--- src/hdl/pstg_pkg.sv ---
// Package for the periodic sine tone generator: widths, CORDIC constants,
// arctangent table and the structs that move between the pipeline modules.
// No dependencies.
package pstg_pkg;

    // Phase resolution and CORDIC depth.
    localparam int PHASE_BITS    = 32;
    localparam int CORDIC_STAGES = 16;

    // Configuration port.
    localparam int CFG_W     = 32;
    localparam int CFG_IDX_W = 2;
    localparam logic [CFG_IDX_W-1:0] REG_PHASE_STEP    = 2'd0;
    localparam logic [CFG_IDX_W-1:0] REG_PERIOD_LENGTH = 2'd1;
    localparam logic [CFG_IDX_W-1:0] REG_PERIOD_COUNT  = 2'd2;

    localparam logic [31:0] PHASE_STEP_RST    = 32'd42852281;
    localparam logic [15:0] PERIOD_LENGTH_RST = 16'd100;
    localparam logic [15:0] PERIOD_COUNT_RST  = 16'd880;

    // Datapath widths. x and y stay near 2^31 in magnitude; two guard bits.
    localparam int XY_W = 34;
    localparam int Z_W  = 34;
    // Residual angle after the last stage is below atan(2^-15) < 2^15.
    localparam int ZR_W = 22;
    localparam int XS_W = XY_W - 8;
    localparam int PA_W = XS_W + ZR_W;
    localparam int PB_W = PA_W + 14;
    localparam int CORR_W = PB_W - 34;
    localparam int V_W  = XY_W + 2;
    localparam int R_W  = V_W - 16;

    localparam int SMP_W = 16;
    localparam logic signed [SMP_W-1:0] AMP_MAX = 16'sd32767;
    localparam logic signed [XY_W-1:0]  X_START = 34'sd1304025951;
    localparam logic signed [13:0]      TWO_PI_Q10 = 14'sd6434;

    localparam int ATAN_IDX_W = 5;

    typedef struct packed {
        logic [1:0] quad;
        logic       period_end;
        logic       last;
        logic       active;
    } meta_t;

    typedef struct packed {
        logic signed [XY_W-1:0] x;
        logic signed [XY_W-1:0] y;
        logic signed [Z_W-1:0]  z;
        meta_t                  meta;
    } cordic_t;

    // Arctangent of 2^-i in 2^-32 turns.
    function automatic logic signed [Z_W-1:0] atan_turns(input logic [ATAN_IDX_W-1:0] idx);
        logic [31:0] a;
        begin
            case (idx)
                5'd0:    a = 32'h20000000;
                5'd1:    a = 32'h12E4051E;
                5'd2:    a = 32'h09FB385B;
                5'd3:    a = 32'h051111D4;
                5'd4:    a = 32'h028B0D43;
                5'd5:    a = 32'h0145D7E1;
                5'd6:    a = 32'h00A2F61E;
                5'd7:    a = 32'h00517C55;
                5'd8:    a = 32'h0028BE53;
                5'd9:    a = 32'h00145F2F;
                5'd10:   a = 32'h000A2F98;
                5'd11:   a = 32'h000517CC;
                5'd12:   a = 32'h00028BE6;
                5'd13:   a = 32'h000145F3;
                5'd14:   a = 32'h0000A2FA;
                5'd15:   a = 32'h0000517D;
                5'd16:   a = 32'h000028BE;
                5'd17:   a = 32'h0000145F;
                5'd18:   a = 32'h00000A30;
                5'd19:   a = 32'h00000518;
                default: a = 32'h00000000;
            endcase
            atan_turns = $signed({{(Z_W-32){1'b0}}, a});
        end
    endfunction

endpackage

--- src/hdl/pstg_post.sv ---
// Residual-angle correction, quadrant select, rounding and the output
// register. Two multiply stages then the result stage. Uses pstg_pkg.
module pstg_post (
    input  logic                           clk,
    input  logic                           rst_n,
    input  logic                           adv,
    input  pstg_pkg::cordic_t              din,
    input  logic                           din_valid,
    output logic signed [pstg_pkg::SMP_W-1:0] sample,
    output logic                           period_end,
    output logic                           last,
    output logic                           active,
    output logic                           dout_valid
);
    import pstg_pkg::*;

    // stage A: cross products with the residual angle
    logic signed [XY_W-1:0]   xa_reg, ya_reg;
    logic signed [PA_W-1:0]   pax_reg, pay_reg;
    meta_t                    ma_reg;
    logic                     va_reg;

    // stage B: scaled by 2*pi and floor-shifted
    logic signed [XY_W-1:0]   xb_reg, yb_reg;
    logic signed [CORR_W-1:0] cx_reg, cy_reg;
    meta_t                    mb_reg;
    logic                     vb_reg;

    // result register
    logic signed [SMP_W-1:0]  sample_reg, sample_next;
    meta_t                    mo_reg;
    logic                     vo_reg;

    logic signed [XS_W-1:0]   xs, ys;
    logic signed [ZR_W-1:0]   zr;
    logic signed [PB_W-1:0]   pbx, pby;
    logic signed [V_W-1:0]    xn, yn, v;
    logic signed [R_W-1:0]    r;
    logic signed [SMP_W-1:0]  rc;

    always_comb
    begin
        xs = XS_W'(din.x >>> 8);
        ys = XS_W'(din.y >>> 8);
        zr = ZR_W'(din.z);
        pbx = PB_W'(pax_reg) * PB_W'(TWO_PI_Q10);
        pby = PB_W'(pay_reg) * PB_W'(TWO_PI_Q10);
    end

    always_comb
    begin
        xn = V_W'(xb_reg) - V_W'(cx_reg);
        yn = V_W'(yb_reg) + V_W'(cy_reg);
        v  = mb_reg.quad[0] ? xn : yn;
        r  = R_W'((v + V_W'(32768)) >>> 16);
        if (r > R_W'(AMP_MAX))
        begin
            rc = AMP_MAX;
        end
        else if (r < -R_W'(AMP_MAX))
        begin
            rc = -AMP_MAX;
        end
        else
        begin
            rc = SMP_W'(r);
        end
        if (!mb_reg.active)
        begin
            sample_next = '0;
        end
        else if (mb_reg.quad[1])
        begin
            sample_next = -rc;
        end
        else
        begin
            sample_next = rc;
        end
    end

    always_ff @(posedge clk or negedge rst_n)
    begin
        if (!rst_n)
        begin
            va_reg <= 1'b0;
            vb_reg <= 1'b0;
            vo_reg <= 1'b0;
        end
        else if (adv)
        begin
            va_reg <= din_valid;
            vb_reg <= va_reg;
            vo_reg <= vb_reg;
        end
    end

    always_ff @(posedge clk)
    begin
        if (adv)
        begin
            xa_reg     <= din.x;
            ya_reg     <= din.y;
            pax_reg    <= PA_W'(ys) * PA_W'(zr);
            pay_reg    <= PA_W'(xs) * PA_W'(zr);
            ma_reg     <= din.meta;
            xb_reg     <= xa_reg;
            yb_reg     <= ya_reg;
            cx_reg     <= pbx[PB_W-1:34];
            cy_reg     <= pby[PB_W-1:34];
            mb_reg     <= ma_reg;
            sample_reg <= sample_next;
            mo_reg     <= mb_reg;
        end
    end

    assign sample     = sample_reg;
    assign period_end = mo_reg.period_end;
    assign last       = mo_reg.last;
    assign active     = mo_reg.active;
    assign dout_valid = vo_reg;

endmodule
--- config.mk ---
export PLATFORM = sky130hd
export DESIGN_NAME = pstg_post
export DESIGN_NICKNAME = d
export VERILOG_FILES = /design/src/hdl/pstg_pkg.sv /design/src/hdl/pstg_post.sv
export SDC_FILE = /design/constraint.sdc
export NUM_CORES = 2
export LEC_CHECK = 0
export BUFFER_PORTS_ARGS = -buffer_cell sky130_fd_sc_hd__buf_4
export CORE_ASPECT_RATIO = 2
export CORE_UTILIZATION = 45
export CTS_BUF_LIST = sky130_fd_sc_hd__clkbuf_16
export CTS_CLUSTER_DIAMETER = 150
export CTS_CLUSTER_SIZE = 12
export DETAILED_ROUTE_END_ITERATION = 10
export PLACE_DENSITY_LB_ADDON = 0.1
export SYNTH_ARGS = -nofsm -noshare
export SYNTH_HDL_FRONTEND = slang
export SYNTH_SLANG_ARGS = --single-unit
--- constraint.sdc ---
create_clock -name clk -period 12 [get_ports clk]
set_clock_uncertainty 0.2 [all_clocks]
set_input_delay 0.6 -clock clk [delete_from_list [all_inputs] [get_ports clk]]
set_output_delay 0.6 -clock clk [all_outputs]
set_load 0.03 [all_outputs]
==> results by group <==
Timing
  – Unrepaired setup endpoints after global routing: false
  – Final Max Slew Viols: 0
  – Tmin final: just under 9000 ps
  – Setup TNS: 0 ps
  – Final setup vio count: 0
  – Fmax: around 0.11 GHz
  – Final period util: about three quarters
  – Max-slew headroom: between 20% and 30%
  – Tightest Pin Transition: ~1100 ps
  – Hold Vio Cnt, Final: 0

Global routing
  – Vias in the first global route: roughly 55000
  – Grt ovf: 0
  – Antenna violations before repair: 15
  – Total track usage: around a quarter
  – Largest net degree at the start of global routing: about 170
  – First-pass GRT wire length: between 300000 and 400000 µm

Placed design
  – # port buffers: approximately 120
  – GP Congestion: 0.864
  – Detailed placer's ending HPWL: 157000 µm

Synthesis
  – Prevailing post-synth register cell: edfxtp_1
  – Largest family of logic cells by synthesized area: adder cells
  – Post-synthesis simple-gate area fraction: between 10% and 20%
  – Yosys cell types: about 100
  – Post-synth top area share: between 40% and 50%
  – Mapped Cells: just over 7000
  – Seq/Total Area, Yosys: roughly 14%
  – Synth Area in XOR/XNOR: roughly 2.8%
  – Synth Area per Inst: 9.76 µm²
  – Area share of fa/ha/maj cells after synthesis: about 54%
  – Syn nets: ~9300
  – Post-Syn Area: 69000 µm²
  – EDFF count, synth: 317
  – Synth Warn #: 0
  – Area contributors post-synth: fa_1, edfxtp_1, ha_1
  – Synth Area in Compound Gates: under 10%
  – Flops & latches, synth: 320
  – Ys async rst share: less than 1%
  – Synth area leader: fa_1
  – Mux cell area share after synthesis: less than 1%

Setup path
  – Worst R2R Start: pay_reg[2]
  – Critical path class: input port to flop
  – Critical path's largest stage delay: around 570 ps
  – CP Launch Type: input port
  – Top cell by count, worst path: fa_1
  – R2R depth: 22
  – Critical path depth: 27
  – WP data arrival: between 8000 and 9000 ps
  – Maximum net fanout on the critical path: 27
  – CP Launch Point: din[7]
  – CP Buf/Inv Count: 8
  – Crit. End Element: flop
  – Crit path max-delay family: adder cells
  – Critical Path RT: roughly 12000 ps
  – Worst path slowest cell: fa_1

Routing
  – Via count: between 40000 and 50000
  – DR vias/cell: 5.33
  – DRC Markers: 0
  – DR iter-0 viols: 2065
  – Routed wire length: just under 200000 µm
  – Pre-Repair DR Iteration Count: 5
  – Routed Antenna Nets: 0
  – Routed length per instance: 21.9 µm

Floorplanning
  – DIE WIDTH: around 280 µm
  – Starting Density: 45.4%
  – Die area: 155000 µm²
  – Die Y-Extent: 556 µm
  – IO Pins: roughly 130
  – Core area: about 150000 µm²
  – Core Rows: just over 200

Clocking
  – Hold buffers post-CTS: 24
  – Cts bufs inserted: 30
  – CTS tree: built
  – # H-tree levels: 1
  – Clk pin slew, worst setup/hold paths: roughly 70 ps
  – Deepest clock path buffer count: 3
  – Root buffer cell: clkbuf_16
  – Setup Buffers After CTS: 0
  – Clk Latency, worst-skew pair: 670 ps
  – CTS resizes: 0
  – CTS Sinks: 320

Status
  – Status: complete, no violations

Final layout
  – Fraction of final layout cells sized beyond drive strength 1: about 3.3%
  – Commonest non-fill, non-tap cell in the layout: inv_1
  – Nets: between 9000 and 10000
  – Most frequent cells in the layout: inv_1, fa_1, nand2_1
  – Synthesis-to-layout area growth: 5.30%

Flow run
  – Max-cap violation count: 0

Hold path
  – HP Class: input port to asynchronous set/reset pin
## metrics by stage
stage	hold slack [ps]	util, %	worst slack (ps)	instance area, µm²	cells
floorplan	104	-	3920	69000	7066
global placement	190	47.1	2520	71600	8975
finish	73.1	47.8	3220	72600	9047
global route	80.4	47.8	2840	72600	9044
CTS	21.1	47.8	3240	72600	9040
detailed placement	190	47.1	2540	71600	8975
## layout make-up
type	instances	area (µm²)
Clock inverter	11	67.6
Fill cell	14600	79300
Multi-Input combinational cell	4751	51900
Clock buffer	30	751
Timing Repair Buffer	162	1300
Tap cell	2040	2550
Inverter	1726	6480
Antenna cell	7	17.5
Sequential cell	320	9590
## synth_stat cells, types with 18 or more instances
cell type     n
nand4_1      26
a21o_1       82
o21a_1       40
nor2_1      190
mux2i_1      24
o21bai_1     18
inv_1      1723
clkbuf_1    258
and2_1      329
nand2b_1     43
ha_1        692
a21oi_1     187
edfxtp_1    317
nor2b_1      18
o21ai_0     115
a31oi_1      21
nand2_1     923
nand3_1      53
fa_1       1424
nor3_1       46
a211oi_1     26
xor2_1       60
xnor2_1     160
## worst reg2reg max path: cells and delay by family (launching register included)
kind                     cells  cell delay, ps
AO/OA/AOI/OAI               10            3130
XOR/XNOR                     1              90
adder cells (fa/ha/maj)      6            2310
buffers and inverters        2              90
flip-flops                   1             480
AND/OR/NAND/NOR              3             720
## layer usage
| layer | global-route usage (%) | up-vias | routed length, µm |
|---|---|---|---|
| li1 | - | 21400 | - |
| met1 | 26.5 | 25300 | 65900 |
| met2 | 52.9 | 1064 | 113000 |
| met3 | 2.34 | 474 | 6580 |
| met4 | 15.1 | 8 | 13100 |
| met5 | 0 | - | 49 |
## cells by family (layout without fill, tap and decap cells)
logic type / Yosys count / count (layout)
fa+ha+maj: 2117 / 2117
simple gates: 1716 / 1716
compound gates: 667 / 667
xor+xnor: 220 / 220
other cells: 0 / 7
flops: 320 / 320
buf+inv: 1995 / 1929
mux: 31 / 31
## path summary, 6_finish.rpt
check                              endpoint  slack (ps)
worst min-delay path             dout_valid          70
min in group clk                 xa_reg[33]         140
worst max-delay path            pax_reg[41]        3220
worst max register to register   cy_reg[27]        4720
worst min register to register   yb_reg[12]         200
max in group asynchronous            va_reg       10910
Power is not shown: default switching activity piles up to over one toggle a cycle in this logic, so the estimate is an artifact.
