--- src/hdl/pstg_pkg.sv ---
// Package for the periodic sine tone generator: widths, CORDIC constants,
// arctangent table and the structs that move between the pipeline modules.
// No dependencies.
package pstg_pkg;

    // Phase resolution and CORDIC depth.
    localparam int PHASE_BITS    = 32;
    localparam int CORDIC_STAGES = 16;

    // Configuration port.
    localparam int CFG_W     = 32;
    localparam int CFG_IDX_W = 2;
    localparam logic [CFG_IDX_W-1:0] REG_PHASE_STEP    = 2'd0;
    localparam logic [CFG_IDX_W-1:0] REG_PERIOD_LENGTH = 2'd1;
    localparam logic [CFG_IDX_W-1:0] REG_PERIOD_COUNT  = 2'd2;

    localparam logic [31:0] PHASE_STEP_RST    = 32'd42852281;
    localparam logic [15:0] PERIOD_LENGTH_RST = 16'd100;
    localparam logic [15:0] PERIOD_COUNT_RST  = 16'd880;

    // Datapath widths. x and y stay near 2^31 in magnitude; two guard bits.
    localparam int XY_W = 34;
    localparam int Z_W  = 34;
    // Residual angle after the last stage is below atan(2^-15) < 2^15.
    localparam int ZR_W = 22;
    localparam int XS_W = XY_W - 8;
    localparam int PA_W = XS_W + ZR_W;
    localparam int PB_W = PA_W + 14;
    localparam int CORR_W = PB_W - 34;
    localparam int V_W  = XY_W + 2;
    localparam int R_W  = V_W - 16;

    localparam int SMP_W = 16;
    localparam logic signed [SMP_W-1:0] AMP_MAX = 16'sd32767;
    localparam logic signed [XY_W-1:0]  X_START = 34'sd1304025951;
    localparam logic signed [13:0]      TWO_PI_Q10 = 14'sd6434;

    localparam int ATAN_IDX_W = 5;

    typedef struct packed {
        logic [1:0] quad;
        logic       period_end;
        logic       last;
        logic       active;
    } meta_t;

    typedef struct packed {
        logic signed [XY_W-1:0] x;
        logic signed [XY_W-1:0] y;
        logic signed [Z_W-1:0]  z;
        meta_t                  meta;
    } cordic_t;

    // Arctangent of 2^-i in 2^-32 turns.
    function automatic logic signed [Z_W-1:0] atan_turns(input logic [ATAN_IDX_W-1:0] idx);
        logic [31:0] a;
        begin
            case (idx)
                5'd0:    a = 32'h20000000;
                5'd1:    a = 32'h12E4051E;
                5'd2:    a = 32'h09FB385B;
                5'd3:    a = 32'h051111D4;
                5'd4:    a = 32'h028B0D43;
                5'd5:    a = 32'h0145D7E1;
                5'd6:    a = 32'h00A2F61E;
                5'd7:    a = 32'h00517C55;
                5'd8:    a = 32'h0028BE53;
                5'd9:    a = 32'h00145F2F;
                5'd10:   a = 32'h000A2F98;
                5'd11:   a = 32'h000517CC;
                5'd12:   a = 32'h00028BE6;
                5'd13:   a = 32'h000145F3;
                5'd14:   a = 32'h0000A2FA;
                5'd15:   a = 32'h0000517D;
                5'd16:   a = 32'h000028BE;
                5'd17:   a = 32'h0000145F;
                5'd18:   a = 32'h00000A30;
                5'd19:   a = 32'h00000518;
                default: a = 32'h00000000;
            endcase
            atan_turns = $signed({{(Z_W-32){1'b0}}, a});
        end
    endfunction

endpackage

--- src/hdl/pstg_ctrl.sv ---
// Tone control: configuration registers, phase accumulator and period
// counters; launches one CORDIC operand per accepted tick. Uses pstg_pkg.
module pstg_ctrl (
    input  logic                           clk,
    input  logic                           rst_n,
    input  logic                           adv,
    input  logic                           accept,
    input  logic                           restart,
    input  logic                           cfg_we,
    input  logic [pstg_pkg::CFG_IDX_W-1:0] cfg_index,
    input  logic [pstg_pkg::CFG_W-1:0]     cfg_data,
    output pstg_pkg::cordic_t              op,
    output logic                           op_valid
);
    import pstg_pkg::*;

    logic [31:0]           phase_step_reg;
    logic [15:0]           period_length_reg;
    logic [15:0]           period_count_reg;

    logic [PHASE_BITS-1:0] phase_reg, phase_next;
    logic [15:0]           sip_reg, sip_next;
    logic [15:0]           pdone_reg, pdone_next;
    logic                  running_reg, running_next;

    cordic_t               op_reg, op_next;
    logic                  op_valid_reg;

    logic [PHASE_BITS-1:0] phase_cur;
    logic [15:0]           sip_cur, pdone_cur;
    logic                  running_cur;
    logic [15:0]           plen_eff, pcnt_eff;
    logic                  pend, fin;
    logic [31:0]           angle;

    always_ff @(posedge clk or negedge rst_n)
    begin
        if (!rst_n)
        begin
            phase_step_reg    <= PHASE_STEP_RST;
            period_length_reg <= PERIOD_LENGTH_RST;
            period_count_reg  <= PERIOD_COUNT_RST;
        end
        else if (cfg_we)
        begin
            case (cfg_index)
                REG_PHASE_STEP:    phase_step_reg    <= cfg_data[31:0];
                REG_PERIOD_LENGTH: period_length_reg <= cfg_data[15:0];
                REG_PERIOD_COUNT:  period_count_reg  <= cfg_data[15:0];
                default:           ;
            endcase
        end
    end

    always_comb
    begin
        // restart clears state before this tick's sample is formed
        phase_cur   = restart ? '0 : phase_reg;
        sip_cur     = restart ? '0 : sip_reg;
        pdone_cur   = restart ? '0 : pdone_reg;
        running_cur = restart | running_reg;

        plen_eff = (period_length_reg == 16'd0) ? 16'd1 : period_length_reg;
        pcnt_eff = (period_count_reg == 16'd0) ? 16'd1 : period_count_reg;

        pend = running_cur && (({1'b0, sip_cur} + 17'd1) >= {1'b0, plen_eff});
        fin  = pend && (({1'b0, pdone_cur} + 17'd1) >= {1'b0, pcnt_eff});

        angle = 32'(phase_cur) << (32 - PHASE_BITS);

        op_next.x               = X_START;
        op_next.y               = '0;
        op_next.z               = $signed({{(Z_W-30){1'b0}}, angle[29:0]});
        op_next.meta.quad       = angle[31:30];
        op_next.meta.period_end = pend;
        op_next.meta.last       = fin;
        op_next.meta.active     = running_cur;

        phase_next   = phase_cur;
        sip_next     = sip_cur;
        pdone_next   = pdone_cur;
        running_next = running_cur;
        if (running_cur)
        begin
            if (pend)
            begin
                phase_next = '0;
                sip_next   = '0;
                pdone_next = pdone_cur + 16'd1;
                if (fin)
                begin
                    running_next = 1'b0;
                end
            end
            else
            begin
                phase_next = phase_cur + phase_step_reg[PHASE_BITS-1:0];
                sip_next   = sip_cur + 16'd1;
            end
        end
    end

    always_ff @(posedge clk or negedge rst_n)
    begin
        if (!rst_n)
        begin
            phase_reg    <= '0;
            sip_reg      <= '0;
            pdone_reg    <= '0;
            running_reg  <= 1'b1;
            op_valid_reg <= 1'b0;
        end
        else
        begin
            if (accept)
            begin
                phase_reg   <= phase_next;
                sip_reg     <= sip_next;
                pdone_reg   <= pdone_next;
                running_reg <= running_next;
            end
            if (adv)
            begin
                op_valid_reg <= accept;
            end
        end
    end

    always_ff @(posedge clk)
    begin
        if (adv)
        begin
            op_reg <= op_next;
        end
    end

    assign op       = op_reg;
    assign op_valid = op_valid_reg;

endmodule

--- config.mk ---
export PLATFORM = sky130hd
export DESIGN_NAME = pstg_ctrl
export DESIGN_NICKNAME = d
export VERILOG_FILES = /design/src/hdl/pstg_pkg.sv /design/src/hdl/pstg_ctrl.sv
export SDC_FILE = /design/constraint.sdc
export NUM_CORES = 1
export LEC_CHECK = 0
export ABC_AREA = 1
export BUFFER_PORTS_ARGS = -buffer_cell sky130_fd_sc_hd__buf_2
export CORE_MARGIN = 4
export CORE_UTILIZATION = 30
export CTS_CLUSTER_DIAMETER = 50
export CTS_CLUSTER_SIZE = 40
export DETAILED_ROUTE_END_ITERATION = 6
export GPL_TIMING_DRIVEN = 0
export HOLD_SLACK_MARGIN = 0.1
export PLACE_DENSITY = 0.48
export SYNTH_ARGS = -nofsm -noshare
export SYNTH_HDL_FRONTEND = slang
export SYNTH_SLANG_ARGS = --single-unit
--- constraint.sdc ---
create_clock -name clk -period 6.1 [get_ports clk]
set_clock_uncertainty 0.15 [all_clocks]
set_input_delay 0.915 -clock clk [delete_from_list [all_inputs] [get_ports clk]]
set_output_delay 0.915 -clock clk [all_outputs]
set_load 0.05 [all_outputs]
==> flow_metrics.env, run 1 <==
export IMPL_status="finished, final reports clean"
export IMPL_synth_cell_types=46
export IMPL_vias=8730
export IMPL_r2r_slack_ps=2190
export IMPL_multi_input_area_um2=5000
export IMPL_num_rows=68
export IMPL_place_congestion=0.884
export IMPL_synth_top_family_by_area="simple AND/OR/NAND/NOR gates"
export IMPL_synthesis_area_um2=10500
export IMPL_rsz0062_at_grt="no"
export IMPL_grt_pass1_vias=8506
export IMPL_cp_arrival_ps=5130
export IMPL_holdBufCountCts=0
export IMPL_yosys_area_share_simple_pct=22.0
export IMPL_place_ws_ps=792
export IMPL_core_area_um2=34500
export IMPL_synthCells=1305
export IMPL_dr_pass1_iters=5
export IMPL_worst_path_max_fanout=10
export IMPL_grt_start_max_net_pins=69
export IMPL_grt_overflow_total=0
export IMPL_reg2reg_depth=22
export IMPL_antenna_found_initial=0
export IMPL_finalHoldViolations=0
export IMPL_fin_ws_ps=1140
export IMPL_drtIter0Drc=625
export IMPL_fp_dieH_um=195
export IMPL_cts_setup_buffers=0
export IMPL_routed_wl_mm=31.0
export IMPL_final_layout_size_suffix_gt1_share_pct=17.8
export IMPL_yosys_area_top_type_share_pct=24.9
export IMPL_post_route_drc_count=0
export IMPL_root_buffer="clkbuf_16"
export IMPL_antennaDiodeCount=0
export IMPL_start_util_pct=30.4
export IMPL_worst_slew_pin_slew_ps=1030
export IMPL_ys_warn_count=0
export IMPL_final_nets=1575
export IMPL_cts_made_buffers=17
export IMPL_cts_path_max_buffers=2
export IMPL_via_per_inst=4.51
export IMPL_htreeDepth=4
export IMPL_yosys_most_used_dff="dfrtp_1"
export IMPL_synth_compound_area_share_pct=10.3
export IMPL_power_density_nw_per_um2=329
export IMPL_setup_viol=0
export IMPL_final_max_slew_viol_count=0
export IMPL_leakage_uw=0.00616
export IMPL_drt_antenna_violating_nets=0
export IMPL_finalSetupTns_ps=0
export IMPL_power_uw=4050
export IMPL_ys_top_cells_by_area="dfrtp_1, nand2_1, edfxtp_1"
export IMPL_hold_class="in2async"
export IMPL_cts_tree="built"
export IMPL_r2r_start="sip_reg[0]"
export IMPL_synthArstFlopShare_pct=78.8
export IMPL_die_x_um=195
export IMPL_die_area_um2=37900
export IMPL_n_fill_cell=3672
export IMPL_yosys_area_top_type="dfrtp_1"
export IMPL_place_hpwl_mm=24.1
export IMPL_largest_reg_flops=35
export IMPL_mostFrequentLayoutCells="nand2_1, inv_1, nor2_1"
export IMPL_syn_to_final_growth_pct=17.6
export IMPL_synth_edf_count=35
export IMPL_port_buffer_count=74
export IMPL_layout_commonest_cell="nand2_1"
export IMPL_critPathLaunchType="primary input"
export IMPL_clk_insertion_delay_late_ps=430
export IMPL_crit_required_ps=6270
export IMPL_cap_violations=0
export IMPL_clk_pin_slew_ps=70
export IMPL_grt_use_total_pct=16.1
export IMPL_ys_seq_elements=165
export IMPL_whs_ps=324
export IMPL_cts_num_sinks=165
export IMPL_slew_headroom_pct=31.4
export IMPL_synth_xor_area_share_pct=3.35
export IMPL_reg2reg_to="sip_reg[6]"
export IMPL_wl_per_cell_um=16.0
export IMPL_cts_resized=0
export IMPL_synthAdderAreaFrac_pct=7.96
export IMPL_worstSetupPathType="in2reg"
export IMPL_syn_area_per_cell_um2=8.02
export IMPL_fmax_mhz=202
export IMPL_cp_end_kind="register"
export IMPL_seq_area_frac_synth_pct=41.4
export IMPL_period_share_pct=81.3
export IMPL_fin_crit_ps=4960
export IMPL_regArea_um2=4340
export IMPL_grt_pass1_wl_mm=48.5
export IMPL_io_pins=148
export IMPL_synthMuxAreaShare_pct=1.61
export IMPL_peakVddDrop_uv=200
==> logic make-up after synthesis <==
group,after synthesis
mux,15
buf+inv,285
other cells,2
flops,165
simple gates,533
compound gates,199
xor+xnor,40
fa+ha+maj,66
==> worst max path at each step <==
stage            start       endpoint  slack, ps  cells after the start
6_report       restart  phase_reg[29]       1140                     15
4_1_cts        restart  phase_reg[29]       1240                     15
3_3_place_gp   restart  phase_reg[29]        760                     15
5_1_grt        restart  phase_reg[30]        860                     26
3_5_place_dp   restart  phase_reg[29]        790                     15
2_1_floorplan  restart    sip_reg[13]       2030                     24
==> report_power, final <==
part,switching (uW),total (uW),leakage (uW),internal [uW]
clock,491,1140,0.000295,651
combinational,958,1420,0.00391,461
sequential,104,1490,0.00196,1380
total,1550,4050,0.00616,2490
==> critical path, cell delays in order <==
cell and delay, ps:
buf_2 100, buf_6 180, clkbuf_1 700, clkbuf_1 730, nor2_1 190, ha_1 400, nand2_1 180, nor2_1 340
nand2_1 90, o21ai_0 650, nand4_1 300, nand2_1 150, nand2_1 60, nand3_1 80, nand2_1 60
==> stage by stage <==
step | area (um2) | utilization [%] | std cells
floorplan | 10700 | - | 1375
global placement | 11700 | 33.9 | 1904
detailed placement | 11700 | 34.0 | 1905
CTS | 12300 | 35.7 | 1937
global route | 12300 | 35.7 | 1937
finish | 12300 | 35.7 | 1937
==> synthesized netlist by cell type, types with 7 or more instances <==
| library cell | number |
|---|---|
| mux2_2 | 15 |
| inv_2 | 10 |
| inv_1 | 169 |
| a21oi_1 | 62 |
| dfrtp_1 | 104 |
| o22ai_1 | 27 |
| dfstp_2 | 26 |
| xnor2_1 | 21 |
| nand2_1 | 289 |
| nor3_1 | 14 |
| nor2_2 | 8 |
| ha_1 | 65 |
| nor4_1 | 13 |
| o21ai_0 | 85 |
| clkbuf_1 | 18 |
| edfxtp_1 | 35 |
| nand3b_1 | 9 |
| xor2_1 | 19 |
| nand4_1 | 17 |
| o21ai_1 | 7 |
| buf_4 | 75 |
| nand3_1 | 52 |
| nor2_1 | 112 |
==> per-layer routing <==
metal | global-route usage [%] | vias up | share of wire (%)
met5 | 0 | - | 0
met4 | 3.44 | 0 | 1.1
met3 | 2.62 | 23 | 4.1
met2 | 24.9 | 174 | 44
met1 | 23.9 | 4103 | 51
li1 | - | 4430 | -
==> cell type report <==
class,count,area share (%)
multi-input cells,925,40.7
flip-flops and latches,165,35.2
plain buffers,104,5.73
inverters,181,5.54
well taps,455,4.63
clock buffers,18,3.49
repair buffers,75,3.28
clock inverters,14,1.42
Power figures use the tool's default switching activity.
==> run 2: changes to the inputs <==
--- a/config.mk
+++ b/config.mk
@@ -14,7 +14,7 @@
 export DETAILED_ROUTE_END_ITERATION = 6
 export GPL_TIMING_DRIVEN = 0
 export HOLD_SLACK_MARGIN = 0.1
-export PLACE_DENSITY = 0.48
+export PLACE_DENSITY = 0.5
 export SYNTH_ARGS = -nofsm -noshare
 export SYNTH_HDL_FRONTEND = slang
 export SYNTH_SLANG_ARGS = --single-unit
==> constraint.sdc (replaced) <==
create_clock -name clk -period 4.5 [get_ports clk]
set_clock_uncertainty 0.15 [all_clocks]
set_input_delay 0.675 -clock clk [delete_from_list [all_inputs] [get_ports clk]]
set_output_delay 0.675 -clock clk [all_outputs]
set_load 0.05 [all_outputs]
==> run 2 against run 1 <==
Effect of this change: final area shrank 0.24%; clock power grew 27%; combinational power grew 35%; largest cell class unchanged.
==> flow_metrics.env, run 2 (synthesis gave the netlist of run 1 again) <==
export IMPL_status="finished, final reports clean"
export IMPL_root_buffer="clkbuf_16"
export IMPL_grt_pass1_vias=8654
export IMPL_antennaDiodeCount=0
export IMPL_worstSetupPathType="in2reg"
export IMPL_peakVddDrop_uv=290
export IMPL_cp_slowest_cell="ha_1"
export IMPL_cts_path_max_buffers=2
export IMPL_wl_per_cell_um=15.7
export IMPL_power_density_nw_per_um2=439
export IMPL_cts_made_buffers=17
export IMPL_start_util_pct=30.4
export IMPL_crit_path_frequent_cell="nand2_1"
export IMPL_core_area_um2=34500
export IMPL_rsz0062_at_grt="no"
export IMPL_final_nets=1575
export IMPL_fp_dieH_um=195
export IMPL_htreeDepth=4
export IMPL_clk_insertion_delay_late_ps=430
export IMPL_cts_setup_buffers=0
export IMPL_cts_num_sinks=165
export IMPL_place_congestion=0.916
export IMPL_fmax_mhz=249
export IMPL_die_x_um=195
export IMPL_io_pins=148
export IMPL_routed_wl_mm=30.5
export IMPL_worst_slew_pin_slew_ps=992
export IMPL_fin_area_um2=12300
export IMPL_cap_violations=0
export IMPL_grt_use_total_pct=15.9
export IMPL_mostFrequentLayoutCells="nand2_1, inv_1, nor2_1"
export IMPL_drtIter0Drc=658
export IMPL_cp_arrival_ps=4220
export IMPL_setup_viol=0
export IMPL_place_hpwl_mm=24.0
export IMPL_hold_class="in2reg"
export IMPL_grt_pass1_wl_mm=48.3
export IMPL_dpl_cell_area_um2=11700
export IMPL_final_layout_size_suffix_gt1_share_pct=17.6
export IMPL_cts_resized=0
export IMPL_die_area_um2=37900
export IMPL_fin_crit_ps=4010
export IMPL_vias=8845
export IMPL_slowest_delay_ps=310
export IMPL_largest_reg_flops=35
export IMPL_dr_pass1_iters=5
export IMPL_grt_start_max_net_pins=83
export IMPL_num_rows=68
export IMPL_crit_required_ps=4710
export IMPL_layout_commonest_cell="nand2_1"
export IMPL_port_buffer_count=74
export IMPL_r2r_slack_ps=670
export IMPL_antenna_found_initial=0
export IMPL_cp_end_kind="register"
export IMPL_worst_path_max_fanout=19
export IMPL_finalHoldViolations=0
export IMPL_period_share_pct=89.1
export IMPL_post_route_drc_count=0
export IMPL_leakage_uw=0.00614
export IMPL_grt_overflow_total=0
export IMPL_final_max_slew_viol_count=0
export IMPL_clk_pin_slew_ps=70
export IMPL_drt_antenna_violating_nets=0
export IMPL_power_uw=5390
export IMPL_via_per_inst=4.57
export IMPL_cts_tree="built"
export IMPL_syn_to_final_growth_pct=17.3
export IMPL_critPathLaunchType="primary input"
export IMPL_slew_headroom_pct=33.9
export IMPL_n_fill_cell=3669
run 2: changes by cell type in the layout (fill, tap and decap cells not counted), moves of 2 or more:
cell / previous run / this run
clkbuf_1: 19 / 22
inv_6: 3 / 0
bufinv_16: 3 / 1
clkbuf_16: 17 / 19
clkinv_2: 2 / 4
clkinv_4: 3 / 1
run 2: final timing paths:
kind / from / depth (start not counted) / endpoint
max: restart / 25 / phase_reg[29]
min: cfg_data[22] / 2 / phase_step_reg[22]
max reg2reg: sip_reg[0] / 24 / phase_reg[29]
min reg2reg: pdone_reg[14] / 2 / pdone_reg[14]
max in group asynchronous: rst_n / 3 / running_reg
min in group asynchronous: rst_n / 2 / phase_reg[9]
run 2: stage by stage:
step	setup slack (ps)	hold slack (ps)	instances	setup TNS, ps	util [%]
CTS	469	315	1937	0	35.6
detailed placement	-565	315	1905	-28090	34.0
finish	488	327	1937	0	35.6
global route	98.9	321	1937	0	35.6
floorplan	668	229	1375	0	-
global placement	-623	312	1904	-25510	33.9
run 2: worst max-delay path, delay by kind of cell:
family	cells	cell delay [ps]
xor+xnor	1	220
buf+inv	5	680
fa+ha+maj	2	510
simple gates	16	2040
compound gates	1	80
run 2: final cells by class:
type / instances / area [um2] / share of cell area [%]
timing repair buffer: 76 / 414 / 3.37
inverter: 181 / 682 / 5.55
sequential: 165 / 4340 / 35.3
buffer: 103 / 702 / 5.72
clock buffer: 24 / 494 / 4.03
clock inverter: 8 / 73.8 / 0.601
multi-input combinational: 925 / 5000 / 40.8
tap: 455 / 569 / 4.64
run 2: what timing repair did:
item                                   4_1_cts  5_1_grt
hold buffers                                 1        0
setup endpoints to repair                   43        0
endpoints found under the hold margin       37        0
run 2: routing by layer:
metal	vias up	GRT usage, %	part of all wire (%)
met2	228	25.1	45
met4	0	3.39	1.1
met3	23	2.20	4.9
met5	-	0	0
met1	4160	23.4	49
li1	4434	-	-
run 2: report_power, final:
group	internal, uW	switching, uW	total (uW)	leakage, uW
combinational	626	1300	1920	0.00391
clock	827	621	1450	0.000274
sequential	1870	149	2020	0.00196
total	3330	2070	5390	0.00614
